<file path="src/hdl/nsr_pkg.sv">
`default_nettype none
// ----------------------------------------------------------------------------
// nsr_pkg
// Shared widths, register indexes, reset values and first-guess coefficients
// for the Newton square root block.
// ----------------------------------------------------------------------------
package nsr_pkg;

  // Default fixed-point format of the radicand and root
  localparam int DATA_WIDTH_DEF = 32;
  localparam int FRAC_BITS_DEF  = 16;

  // Configuration port
  localparam int CFG_IDX_W  = 1;
  localparam int CFG_DATA_W = 32;

  localparam logic [CFG_IDX_W-1:0] CFG_TOLERANCE = 1'd0;
  localparam logic [CFG_IDX_W-1:0] CFG_MAX_ITER  = 1'd1;

  // Register widths and reset values
  localparam int TOL_W  = 32;
  localparam int ITER_W = 8;

  localparam logic [TOL_W-1:0]  TOL_RESET  = 32'd1;
  localparam logic [ITER_W-1:0] ITER_RESET = 8'd100;

  // Result width and saturation value
  localparam int ROOT_W = 24;
  localparam logic [ROOT_W-1:0] ROOT_MAX = {ROOT_W{1'b1}};

  // First guess: (A + B*m) with m a Q0.16 mantissa in [0.5,1)
  localparam int MANT_W   = 16;
  localparam int APPROX_W = 17;
  localparam logic [MANT_W-1:0] COEF_A = 16'd27349;  // 0.41731
  localparam logic [MANT_W-1:0] COEF_B = 16'd38677;  // 0.59016

endpackage
`default_nettype wire

</file>
<file path="src/hdl/nsr_div.sv">
`default_nettype none
// ----------------------------------------------------------------------------
// nsr_div
// Restoring divider, one quotient bit per cycle. Only the low XW quotient
// bits are kept.
// ----------------------------------------------------------------------------
module nsr_div #(
  parameter int DDW = 48,
  parameter int XW  = 26
) (
  input  wire logic           clk,
  input  wire logic           rst_n,
  input  wire logic           start,
  input  wire logic [DDW-1:0] dividend,
  input  wire logic [XW-1:0]  divisor,
  output logic                done,
  output logic [XW-1:0]       quotient
);

  localparam int CNT_W = $clog2(DDW + 1);

  logic             busy_r;
  logic             done_r;
  logic [CNT_W-1:0] cnt_r;
  logic [DDW-1:0]   dvd_r;
  logic [XW-1:0]    dvs_r;
  logic [XW-1:0]    rem_r;
  logic [XW-1:0]    quo_r;

  logic [XW:0]      trial;
  logic [XW:0]      trial_sub;
  logic             fits;
  logic [XW-1:0]    rem_nxt;
  logic [XW-1:0]    quo_nxt;

  always_comb begin
    trial     = {rem_r, dvd_r[DDW-1]};
    trial_sub = trial - {1'b0, dvs_r};
    fits      = (trial >= {1'b0, dvs_r});
    rem_nxt   = fits ? trial_sub[XW-1:0] : trial[XW-1:0];
    quo_nxt   = {quo_r[XW-2:0], fits};
  end

  always_ff @(posedge clk) begin
    if (!rst_n) begin
      busy_r <= 1'b0;
      done_r <= 1'b0;
      cnt_r  <= '0;
    end else begin
      done_r <= 1'b0;
      if (start) begin
        busy_r <= 1'b1;
        cnt_r  <= CNT_W'(DDW);
      end else if (busy_r) begin
        cnt_r <= cnt_r - CNT_W'(1);
        if (cnt_r == CNT_W'(1)) begin
          busy_r <= 1'b0;
          done_r <= 1'b1;
        end
      end
    end
  end

  always_ff @(posedge clk) begin
    if (start) begin
      dvd_r <= dividend;
      dvs_r <= divisor;
      rem_r <= '0;
      quo_r <= '0;
    end else if (busy_r) begin
      dvd_r <= {dvd_r[DDW-2:0], 1'b0};
      rem_r <= rem_nxt;
      quo_r <= quo_nxt;
    end
  end

  assign done     = done_r;
  assign quotient = quo_r;

endmodule
`default_nettype wire

</file>
<file path="src/hdl/nsr_guess.sv">
`default_nettype none
// ----------------------------------------------------------------------------
// nsr_guess
// First estimate of the root: leading-one search one bit per cycle, then
// mantissa, linear fit and exponent shift.
// ----------------------------------------------------------------------------
module nsr_guess #(
  parameter int DATA_WIDTH = 32,
  parameter int FRAC_BITS  = 16,
  parameter int XW         = 26
) (
  input  wire logic                  clk,
  input  wire logic                  rst_n,
  input  wire logic                  start,
  input  wire logic [DATA_WIDTH-1:0] raw,
  output logic                       done,
  output logic [XW-1:0]              guess
);

  localparam int PW  = $clog2(DATA_WIDTH);
  localparam int SHW = DATA_WIDTH + nsr_pkg::MANT_W - 1;

  typedef enum logic [4:0] {
    G_IDLE  = 5'b00001,
    G_NORM  = 5'b00010,
    G_MANT  = 5'b00100,
    G_MUL   = 5'b01000,
    G_SHIFT = 5'b10000
  } gstate_t;

  gstate_t                           state_r;
  logic                              done_r;
  logic [PW-1:0]                     p_r;
  logic [nsr_pkg::MANT_W-1:0]        m_r;
  logic [nsr_pkg::APPROX_W-1:0]      approx_r;
  logic [XW-1:0]                     guess_r;

  logic [SHW-1:0]                    mant_sh;
  logic [2*nsr_pkg::MANT_W-1:0]      prod;
  logic [nsr_pkg::APPROX_W-1:0]      approx_nxt;
  logic signed [7:0]                 e_s;
  logic signed [7:0]                 h_s;
  logic [7:0]                        h_mag;
  logic [XW-1:0]                     shifted;
  logic [XW-1:0]                     guess_nxt;

  always_comb begin
    // Leading one moved to bit MANT_W-1; bits falling off the bottom are dropped
    mant_sh    = {raw, {(nsr_pkg::MANT_W-1){1'b0}}} >> p_r;
    prod       = {{nsr_pkg::MANT_W{1'b0}}, nsr_pkg::COEF_B} *
                 {{nsr_pkg::MANT_W{1'b0}}, m_r};
    approx_nxt = nsr_pkg::APPROX_W'(nsr_pkg::COEF_A) +
                 nsr_pkg::APPROX_W'(prod[2*nsr_pkg::MANT_W-1:nsr_pkg::MANT_W]);
    // Exponent and its half, rounded toward zero
    e_s        = $signed(8'(p_r)) + 8'sd1 - $signed(8'(FRAC_BITS));
    h_s        = (e_s + $signed({7'b0, e_s[7]})) >>> 1;
    h_mag      = h_s[7] ? 8'(-h_s) : 8'(h_s);
    shifted    = h_s[7] ? (XW'(approx_r) >> h_mag) : (XW'(approx_r) << h_mag);
    guess_nxt  = (shifted == '0) ? ({{(XW-1){1'b0}}, 1'b1} << FRAC_BITS) : shifted;
  end

  always_ff @(posedge clk) begin
    if (!rst_n) begin
      state_r <= G_IDLE;
      done_r  <= 1'b0;
    end else begin
      done_r <= 1'b0;
      case (state_r)
        G_IDLE: begin
          if (start) state_r <= G_NORM;
        end
        G_NORM: begin
          if (p_r == '0 || raw[p_r]) state_r <= G_MANT;
        end
        G_MANT: begin
          state_r <= G_MUL;
        end
        G_MUL: begin
          state_r <= G_SHIFT;
        end
        G_SHIFT: begin
          state_r <= G_IDLE;
          done_r  <= 1'b1;
        end
        default: begin
          state_r <= G_IDLE;
        end
      endcase
    end
  end

  always_ff @(posedge clk) begin
    if (state_r == G_IDLE && start) begin
      p_r <= PW'(DATA_WIDTH - 1);
    end else if (state_r == G_NORM && p_r != '0 && !raw[p_r]) begin
      p_r <= p_r - PW'(1);
    end
    if (state_r == G_MANT) m_r <= mant_sh[nsr_pkg::MANT_W-1:0];
    if (state_r == G_MUL) approx_r <= approx_nxt;
    if (state_r == G_SHIFT) guess_r <= guess_nxt;
  end

  assign done  = done_r;
  assign guess = guess_r;

endmodule
`default_nettype wire

</file>
<file path="src/hdl/newton_square_root.sv">
// Flow: a negative or zero radicand goes straight to the result register.
//   Otherwise the first guess is formed from a leading-one search on the
//   radicand, then the Newton steps run, each through the bit-serial divider,
//   and the last iterate is loaded into the output register.
// Throughput: one request at a time; the shared bit-serial divider sets the pace.
// Reset (rst_n low, synchronous) returns to idle and restores the registers.
`default_nettype none
// ----------------------------------------------------------------------------
// newton_square_root
// Square root of a signed fixed-point radicand by Newton-Heron iteration
// x <- (x + a/x)/2, from a linear first guess on the normalised mantissa.
// ----------------------------------------------------------------------------
module newton_square_root #(
  parameter int DATA_WIDTH = nsr_pkg::DATA_WIDTH_DEF,
  parameter int FRAC_BITS  = nsr_pkg::FRAC_BITS_DEF
) (
  input  wire logic                                clk,
  input  wire logic                                rst_n,
  // request channel
  input  wire logic                                in_valid,
  output logic                                     in_stall,
  input  wire logic signed [DATA_WIDTH-1:0]        in_value,
  // result channel
  output logic                                     out_valid,
  input  wire logic                                out_stall,
  output logic [nsr_pkg::ROOT_W-1:0]               out_root,
  output logic                                     out_invalid,
  // register writes
  input  wire logic                                cfg_write_en,
  input  wire logic [nsr_pkg::CFG_IDX_W-1:0]       cfg_index,
  input  wire logic [nsr_pkg::CFG_DATA_W-1:0]      cfg_data
);

  // Iterate width: the root needs about (DATA_WIDTH+FRAC_BITS)/2 bits; a
  // little headroom covers the first guess landing above the root.
  localparam int XW_A  = (DATA_WIDTH + FRAC_BITS) / 2 + 2;
  localparam int XW_B  = nsr_pkg::APPROX_W + 1 + (DATA_WIDTH - FRAC_BITS) / 2;
  localparam int XW_C  = FRAC_BITS + 2;
  localparam int XW_AB = (XW_A > XW_B) ? XW_A : XW_B;
  localparam int XW    = (XW_AB > XW_C) ? XW_AB : XW_C;
  localparam int DDW   = DATA_WIDTH + FRAC_BITS;
  localparam int PRODW = nsr_pkg::TOL_W + XW;
  localparam int CMPW  = (XW > nsr_pkg::ROOT_W) ? XW : nsr_pkg::ROOT_W;

  typedef enum logic [7:0] {
    S_IDLE   = 8'b0000_0001,
    S_GUESS  = 8'b0000_0010,
    S_START  = 8'b0000_0100,
    S_DIV    = 8'b0000_1000,
    S_UPDATE = 8'b0001_0000,
    S_MULT   = 8'b0010_0000,
    S_CHECK  = 8'b0100_0000,
    S_FINISH = 8'b1000_0000
  } state_t;

  state_t                          state_r;
  logic [nsr_pkg::TOL_W-1:0]       tol_r;
  logic [nsr_pkg::ITER_W-1:0]      iter_r;
  logic [nsr_pkg::ITER_W-1:0]      k_r;
  logic                            out_valid_r;

  logic [DATA_WIDTH-1:0]           raw_r;
  logic [XW-1:0]                   x_r;
  logic [XW-1:0]                   prev_r;
  logic [XW-1:0]                   diff_r;
  logic [PRODW-1:0]                prod_r;
  logic                            inv_r;
  logic [nsr_pkg::ROOT_W-1:0]      out_root_r;
  logic                            out_invalid_r;

  logic                            in_take;
  logic                            is_neg;
  logic                            is_zero;
  logic                            guess_start;
  logic                            guess_done;
  logic [XW-1:0]                   guess;
  logic                            div_start;
  logic                            div_done;
  logic [XW-1:0]                   quotient;
  logic [XW-1:0]                   divisor;
  logic [XW:0]                     sum;
  logic [XW-1:0]                   x_nxt;
  logic [XW-1:0]                   diff_nxt;
  logic [PRODW-1:0]                prod_nxt;
  logic                            conv;
  logic                            last_iter;
  logic                            out_free;
  logic [CMPW-1:0]                 x_ext;
  logic [nsr_pkg::ROOT_W-1:0]      root_sat;

  // --------------------------------------------------------------------------
  // Request intake: only in idle; an unread result sits in the output register
  // --------------------------------------------------------------------------
  assign in_stall = (state_r != S_IDLE);
  assign in_take  = in_valid && !in_stall;
  assign is_neg   = in_value[DATA_WIDTH-1];
  assign is_zero  = (in_value == '0);

  assign guess_start = in_take && !is_neg && !is_zero;
  assign div_start   = (state_r == S_START);

  // Guard against a zero iterate before dividing
  assign divisor = (x_r == '0) ? {{(XW-1){1'b0}}, 1'b1} : x_r;

  always_comb begin
    // x_r holds the guarded divisor while the divider runs
    sum      = {1'b0, x_r} + {1'b0, quotient};
    x_nxt    = sum[XW:1];
    diff_nxt = (x_nxt >= prev_r) ? (x_nxt - prev_r) : (prev_r - x_nxt);
    prod_nxt = {{XW{1'b0}}, tol_r} * {{nsr_pkg::TOL_W{1'b0}}, x_r};
    // Relative stop: |x - xprev| * 2^32 < tolerance * x
    conv      = ({diff_r, {nsr_pkg::TOL_W{1'b0}}} < prod_r);
    last_iter = (nsr_pkg::ITER_W'(k_r + nsr_pkg::ITER_W'(1)) == iter_r);
    out_free  = !out_valid_r || !out_stall;
    // Saturate to the result field
    x_ext    = CMPW'(x_r);
    root_sat = (x_ext > CMPW'(nsr_pkg::ROOT_MAX)) ? nsr_pkg::ROOT_MAX
                                                   : x_ext[nsr_pkg::ROOT_W-1:0];
  end

  // --------------------------------------------------------------------------
  // First guess and shared divider
  // --------------------------------------------------------------------------
  nsr_guess #(
    .DATA_WIDTH (DATA_WIDTH),
    .FRAC_BITS  (FRAC_BITS),
    .XW         (XW)
  ) u_guess (
    .clk   (clk),
    .rst_n (rst_n),
    .start (guess_start),
    .raw   (raw_r),
    .done  (guess_done),
    .guess (guess)
  );

  nsr_div #(
    .DDW (DDW),
    .XW  (XW)
  ) u_div (
    .clk      (clk),
    .rst_n    (rst_n),
    .start    (div_start),
    .dividend ({raw_r, {FRAC_BITS{1'b0}}}),
    .divisor  (divisor),
    .done     (div_done),
    .quotient (quotient)
  );

  // --------------------------------------------------------------------------
  // Sequencer and control registers
  // --------------------------------------------------------------------------
  always_ff @(posedge clk) begin
    if (!rst_n) begin
      state_r     <= S_IDLE;
      tol_r       <= nsr_pkg::TOL_RESET;
      iter_r      <= nsr_pkg::ITER_RESET;
      k_r         <= '0;
      out_valid_r <= 1'b0;
    end else begin
      if (cfg_write_en) begin
        case (cfg_index)
          nsr_pkg::CFG_TOLERANCE: tol_r  <= cfg_data[nsr_pkg::TOL_W-1:0];
          nsr_pkg::CFG_MAX_ITER:  iter_r <= cfg_data[nsr_pkg::ITER_W-1:0];
          default: ;
        endcase
      end

      if (out_valid_r && !out_stall) out_valid_r <= 1'b0;

      case (state_r)
        S_IDLE: begin
          if (in_take) state_r <= (is_neg || is_zero) ? S_FINISH : S_GUESS;
        end
        S_GUESS: begin
          if (guess_done) begin
            k_r     <= '0;
            state_r <= (iter_r == '0) ? S_FINISH : S_START;
          end
        end
        S_START: begin
          state_r <= S_DIV;
        end
        S_DIV: begin
          if (div_done) state_r <= S_UPDATE;
        end
        S_UPDATE: begin
          state_r <= S_MULT;
        end
        S_MULT: begin
          state_r <= S_CHECK;
        end
        S_CHECK: begin
          if (conv || last_iter) begin
            state_r <= S_FINISH;
          end else begin
            k_r     <= k_r + nsr_pkg::ITER_W'(1);
            state_r <= S_START;
          end
        end
        S_FINISH: begin
          if (out_free) begin
            out_valid_r <= 1'b1;
            state_r     <= S_IDLE;
          end
        end
        default: begin
          state_r <= S_IDLE;
        end
      endcase
    end
  end

  // --------------------------------------------------------------------------
  // Datapath registers
  // --------------------------------------------------------------------------
  always_ff @(posedge clk) begin
    if (in_take) begin
      raw_r <= in_value;
      inv_r <= is_neg;
      x_r   <= '0;
    end
    if (state_r == S_GUESS && guess_done) x_r <= guess;
    if (state_r == S_START) begin
      prev_r <= x_r;
      x_r    <= divisor;
    end
    if (state_r == S_UPDATE) begin
      x_r    <= x_nxt;
      diff_r <= diff_nxt;
    end
    if (state_r == S_MULT) prod_r <= prod_nxt;
    if (state_r == S_FINISH && out_free) begin
      out_root_r    <= inv_r ? '0 : root_sat;
      out_invalid_r <= inv_r;
    end
  end

  assign out_valid   = out_valid_r;
  assign out_root    = out_root_r;
  assign out_invalid = out_invalid_r;

endmodule
`default_nettype wire

</file>
<file path="config.mk">
export PLATFORM = sky130hd
export DESIGN_NAME = newton_square_root
export DESIGN_NICKNAME = d
export VERILOG_FILES = /design/src/hdl/nsr_pkg.sv /design/src/hdl/nsr_div.sv /design/src/hdl/nsr_guess.sv /design/src/hdl/newton_square_root.sv
export SDC_FILE = /design/constraint.sdc
export NUM_CORES = 2
export LEC_CHECK = 0
export BUFFER_PORTS_ARGS = -buffer_cell sky130_fd_sc_hd__buf_4
export CAP_MARGIN = 10
export CORE_MARGIN = 5
export CORE_UTILIZATION = 55
export CTS_CLUSTER_SIZE = 30
export DETAILED_ROUTE_END_ITERATION = 6
export PLACE_DENSITY_LB_ADDON = 0.15
export SLEW_MARGIN = 20
export SYNTH_ARGS = -nofsm -noshare
export SYNTH_HDL_FRONTEND = slang
export SYNTH_HIERARCHICAL = 1
export SYNTH_SLANG_ARGS = --single-unit
</file>
<file path="constraint.sdc">
create_clock -name clk -period 8.8 [get_ports clk]
set_input_delay 2.2 -clock clk [delete_from_list [all_inputs] [get_ports clk]]
set_output_delay 2.2 -clock clk [all_outputs]
set_load 0.01 [all_outputs]
</file>
==> results.yml <==
power_and_ir_drop:
  power.share.clock_pct: 16.7
  power.internal_mw: 7.127
  largest_vdd_supply_drop_mv: 0.2746
  pwr_density_cell_mw_per_mm2: 218.0
  power.switching_mw: 6.493
  combinationalPowerShare_pct: 60.7
  p_total_mw: 13.62
  sequentialPowerShare_pct: 22.6
  switching_share_pct: 47.67
  cellLeakagePower_nw: 29.44
timing:
  max-slew-margin-rel_pct: 21.84
  finalWorstPathRequiredPeriod_ps: 8404
  finalSetupViolCount: 0
  setup_tns_ps: 0
  clock-skew-final_ps: 18.30
  rsz0062_at_grt: "no"
  final_min_period_over_clock_period_pct: 95.50
  worst_pin_slew_ps: 1171
  whs_ps: 460.4
  finalMaxSlewViolations: 0
  max_clock_freq_mhz: 119.0
  final_critical_path_setup_slack_ps: 395.8
  hold_violations: 0
yosys:
  ys_async_sr_fraction_pct: 0
  post_synth_num_cell_types: 119
  flop_and_latch_count_out_of_synthesis: 454
  synthesis.instances: 6166
  synth_area_per_cell_sq_um: 9.489
  yosys_warnings: 6
  synth_seq_area_share_pct: 21.11
  synth_area_sq_mm: 0.05851
  number_of_flops_mapped_to_enable_cells_by_yosys: 326
  ys_dominant_reg_cell: "edfxtp_1"
floorplan:
  initial_core_util_pct: 55.50
  die-height_um: 336.2
  top_level_port_count: 97
  die_x_um: 336.2
  floorplan.die_area_sq_mm: 0.1130
  core_area_sq_mm: 0.1054
  num_rows: 119
grt:
  grt_use_total_pct: 29.60
  via_count_of_the_first_global_routing_pass: 45530
  grt_start_max_net_pins: 80
  antenna_violations_before_repair: 4
  wire_length_of_the_first_global_routing_pass_um: 260300
  global_route.overflow_total: 0
cts:
  clk_root_buffer_cell: "clkbuf_16"
  tritoncts: "built"
  cts.sink_count: 454
  clk-insertion-delay-late_ps: 650
  clock_tree.htree_level_count: 2
  post_cts_resized: 0
  cts_inserted_buffers: 52
  cts_setup_buffers: 0
  clk_pin_slew_worst_paths_ps: 60
  cts-root-to-sink-buffers: 3
  post_cts_hold_buffer_count: 0
cells_and_area:
  drive_gt1_share_pct: 7.845
  fin_cells: 7551
  final_area_sq_mm: 0.06248
  layout.nets: 7437
  final.fill_count: 9202
  flow.area_growth_from_synthesis_pct: 6.798
  utilization_pct: 59.27
setup_path:
  worstSetupPathType: "reg -> reg"
  cp.required_ps: 9190
  endpoint_type_of_the_worst_setup_path: "flop"
  critPathArrivalTime_ps: 8790
  critical_path_peak_fanout: 17
  start_kind: "flop"
detailed_routing:
  detail_route.first_pass.iterations: 6
  dr.first_iter.drc_count: 3576
  final_antenna_net_count: 0
  vias_per_cell: 5.852
  detail_route.drc_violations: 0
  detail_route.wirelength_um: 165900
  num_vias: 44190
  routed_length_per_placed_instance_um: 21.97
run:
  maxCapViolCount: 0
placement:
  post-dp-hpwl_um: 129400
  placement.io_buffers: 96
  dpl.cell_count: 7449
  place_area_sq_mm: 0.06068
  placement.setup.worst_slack_ps: 667.8
  weighted_congestion_at_the_end_of_routability_driven_global_placement: 0.9855
status:
  run_status: "complete, no violations"
hold_path:
  hold_class: "reg -> reg"
==> sequential cells by signal (all words and copies together), names as in the netlist, 8 cells and up <==
register / count
diff_r: 26
u_div/quotient: 26
u_guess/m_r: 16
u_div/dvs_r: 26
state_r: 8
u_div/dvd_r: 48
iter_r: 8
out_root: 24
u_div/rem_r: 26
k_r: 8
prev_r: 26
prod_r: 58
x_ext: 26
tol_r: 32
u_guess/guess: 26
raw_r: 32
u_guess/approx_r: 17
==> cells in the mapped netlist (24+ instances only) <==
| library cell | instances | share of area, % |
|---|---|---|
| ha_1 | 458 | 9.8 |
| fa_1 | 794 | 27 |
| o21bai_1 | 24 | 0.31 |
| a21oi_1 | 240 | 2.1 |
| nand2_1 | 678 | 4.3 |
| nand4_1 | 46 | 0.49 |
| nand3_1 | 72 | 0.62 |
| nor2b_1 | 24 | 0.26 |
| a31oi_1 | 30 | 0.32 |
| o21ai_1 | 28 | 0.24 |
| o21ai_0 | 125 | 1.1 |
| mux4_2 | 47 | 1.8 |
| inv_1 | 1024 | 6.6 |
| clkbuf_1 | 276 | 1.8 |
| nand2b_1 | 30 | 0.32 |
| edfxtp_1 | 326 | 17 |
| buf_2 | 33 | 0.28 |
| mux2_2 | 59 | 1.1 |
| and2_1 | 479 | 5.1 |
| xor2_1 | 63 | 0.94 |
| and3_1 | 32 | 0.34 |
| nor3_1 | 59 | 0.50 |
| a21o_1 | 89 | 1.1 |
| mux2i_1 | 100 | 1.7 |
| nor2_1 | 311 | 2.0 |
| nor4_1 | 34 | 0.36 |
| dfxtp_1 | 128 | 4.4 |
| a211oi_1 | 45 | 0.58 |
| xnor2_1 | 109 | 1.6 |
==> cell type report <==
type                       count  area, sq um  share of cell area (%)
tap                         1391         1740                   2.785
sequential                   454        12360                   19.78
inverter                    1028         3860                   6.177
antenna                        3        7.507                 0.01201
timing repair buffer         218         1740                   2.785
clock buffer                  68         1455                   2.329
clock inverter                28        300.3                  0.4806
multi-input combinational   4361        41020                   65.65
==> power groups by stage <==
stage / Sequential [mW] / Clock [mW] / Combinational (mW)
after floorplan: 2.89 / 0 / 6.13
after global placement: 3.12 / 0 / 8.06
after detailed placement: 3.12 / 0 / 8.12
after CTS: 3.07 / 2.32 / 8.18
after global routing: 3.10 / 2.41 / 9.13
final: 3.08 / 2.28 / 8.27
==> metal layers <==
| metal | track usage [%] | vias up | wire [um] |
|---|---|---|---|
| met3 | 4.899 | 323 | 12130 |
| li1 | - | 19990 | - |
| met1 | 39.52 | 22310 | 68170 |
| met4 | 10.29 | 0 | 6552 |
| met5 | 0 | - | 0 |
| met2 | 49.39 | 1562 | 79060 |
==> cells by family after synthesis <==
logic type	Yosys count	synth area share, %
compound gates	860	10.10
xor+xnor	172	2.575
fa+ha+maj	1252	36.96
buf+inv	1366	8.993
flops	454	21.11
mux	206	4.656
other cells	1	0.006409
simple gates	1855	15.60
==> worst paths after layout <==
| path | startpoint | cells after the start | end | slack [ps] |
|---|---|---|---|---|
| worst max-delay path | x_ext[3] | 20 | prod_r[42] | 400 |
| worst min-delay path | tol_r[25] | 2 | tol_r[25] | 460 |
| worst max register to register | x_ext[3] | 20 | prod_r[42] | 400 |
| worst min register to register | tol_r[25] | 2 | tol_r[25] | 460 |
==> cell usage in the layout, fill, tap and decap left out, drive strengths merged, types with 60 or more instances in the layout <==
master  count
nand3      72
ha        458
fa        794
nand2     680
a21oi     243
dfxtp     128
nor3       60
and2      479
edfxtp    326
xor2       63
clkbuf     69
nor2      312
o21ai     157
xnor2     109
inv      1032
buf       217
a21o       90
mux2i     100
==> critical path: stages (launching register included) <==
cell and delay [ps]:
edfxtp_1 1030, buf_4 370, and2_1 180, fa_1 450
fa_1 500, inv_1 60, fa_1 530, fa_1 440
fa_1 490, inv_1 50, fa_1 500, fa_1 510
ha_1 400, nand2_1 190, inv_1 170, nand3_1 120
o41ai_2 840, o21ai_1 340, o31ai_1 580, a31oi_1 210
xnor2_1 150
(Power assumes the default switching activity.)
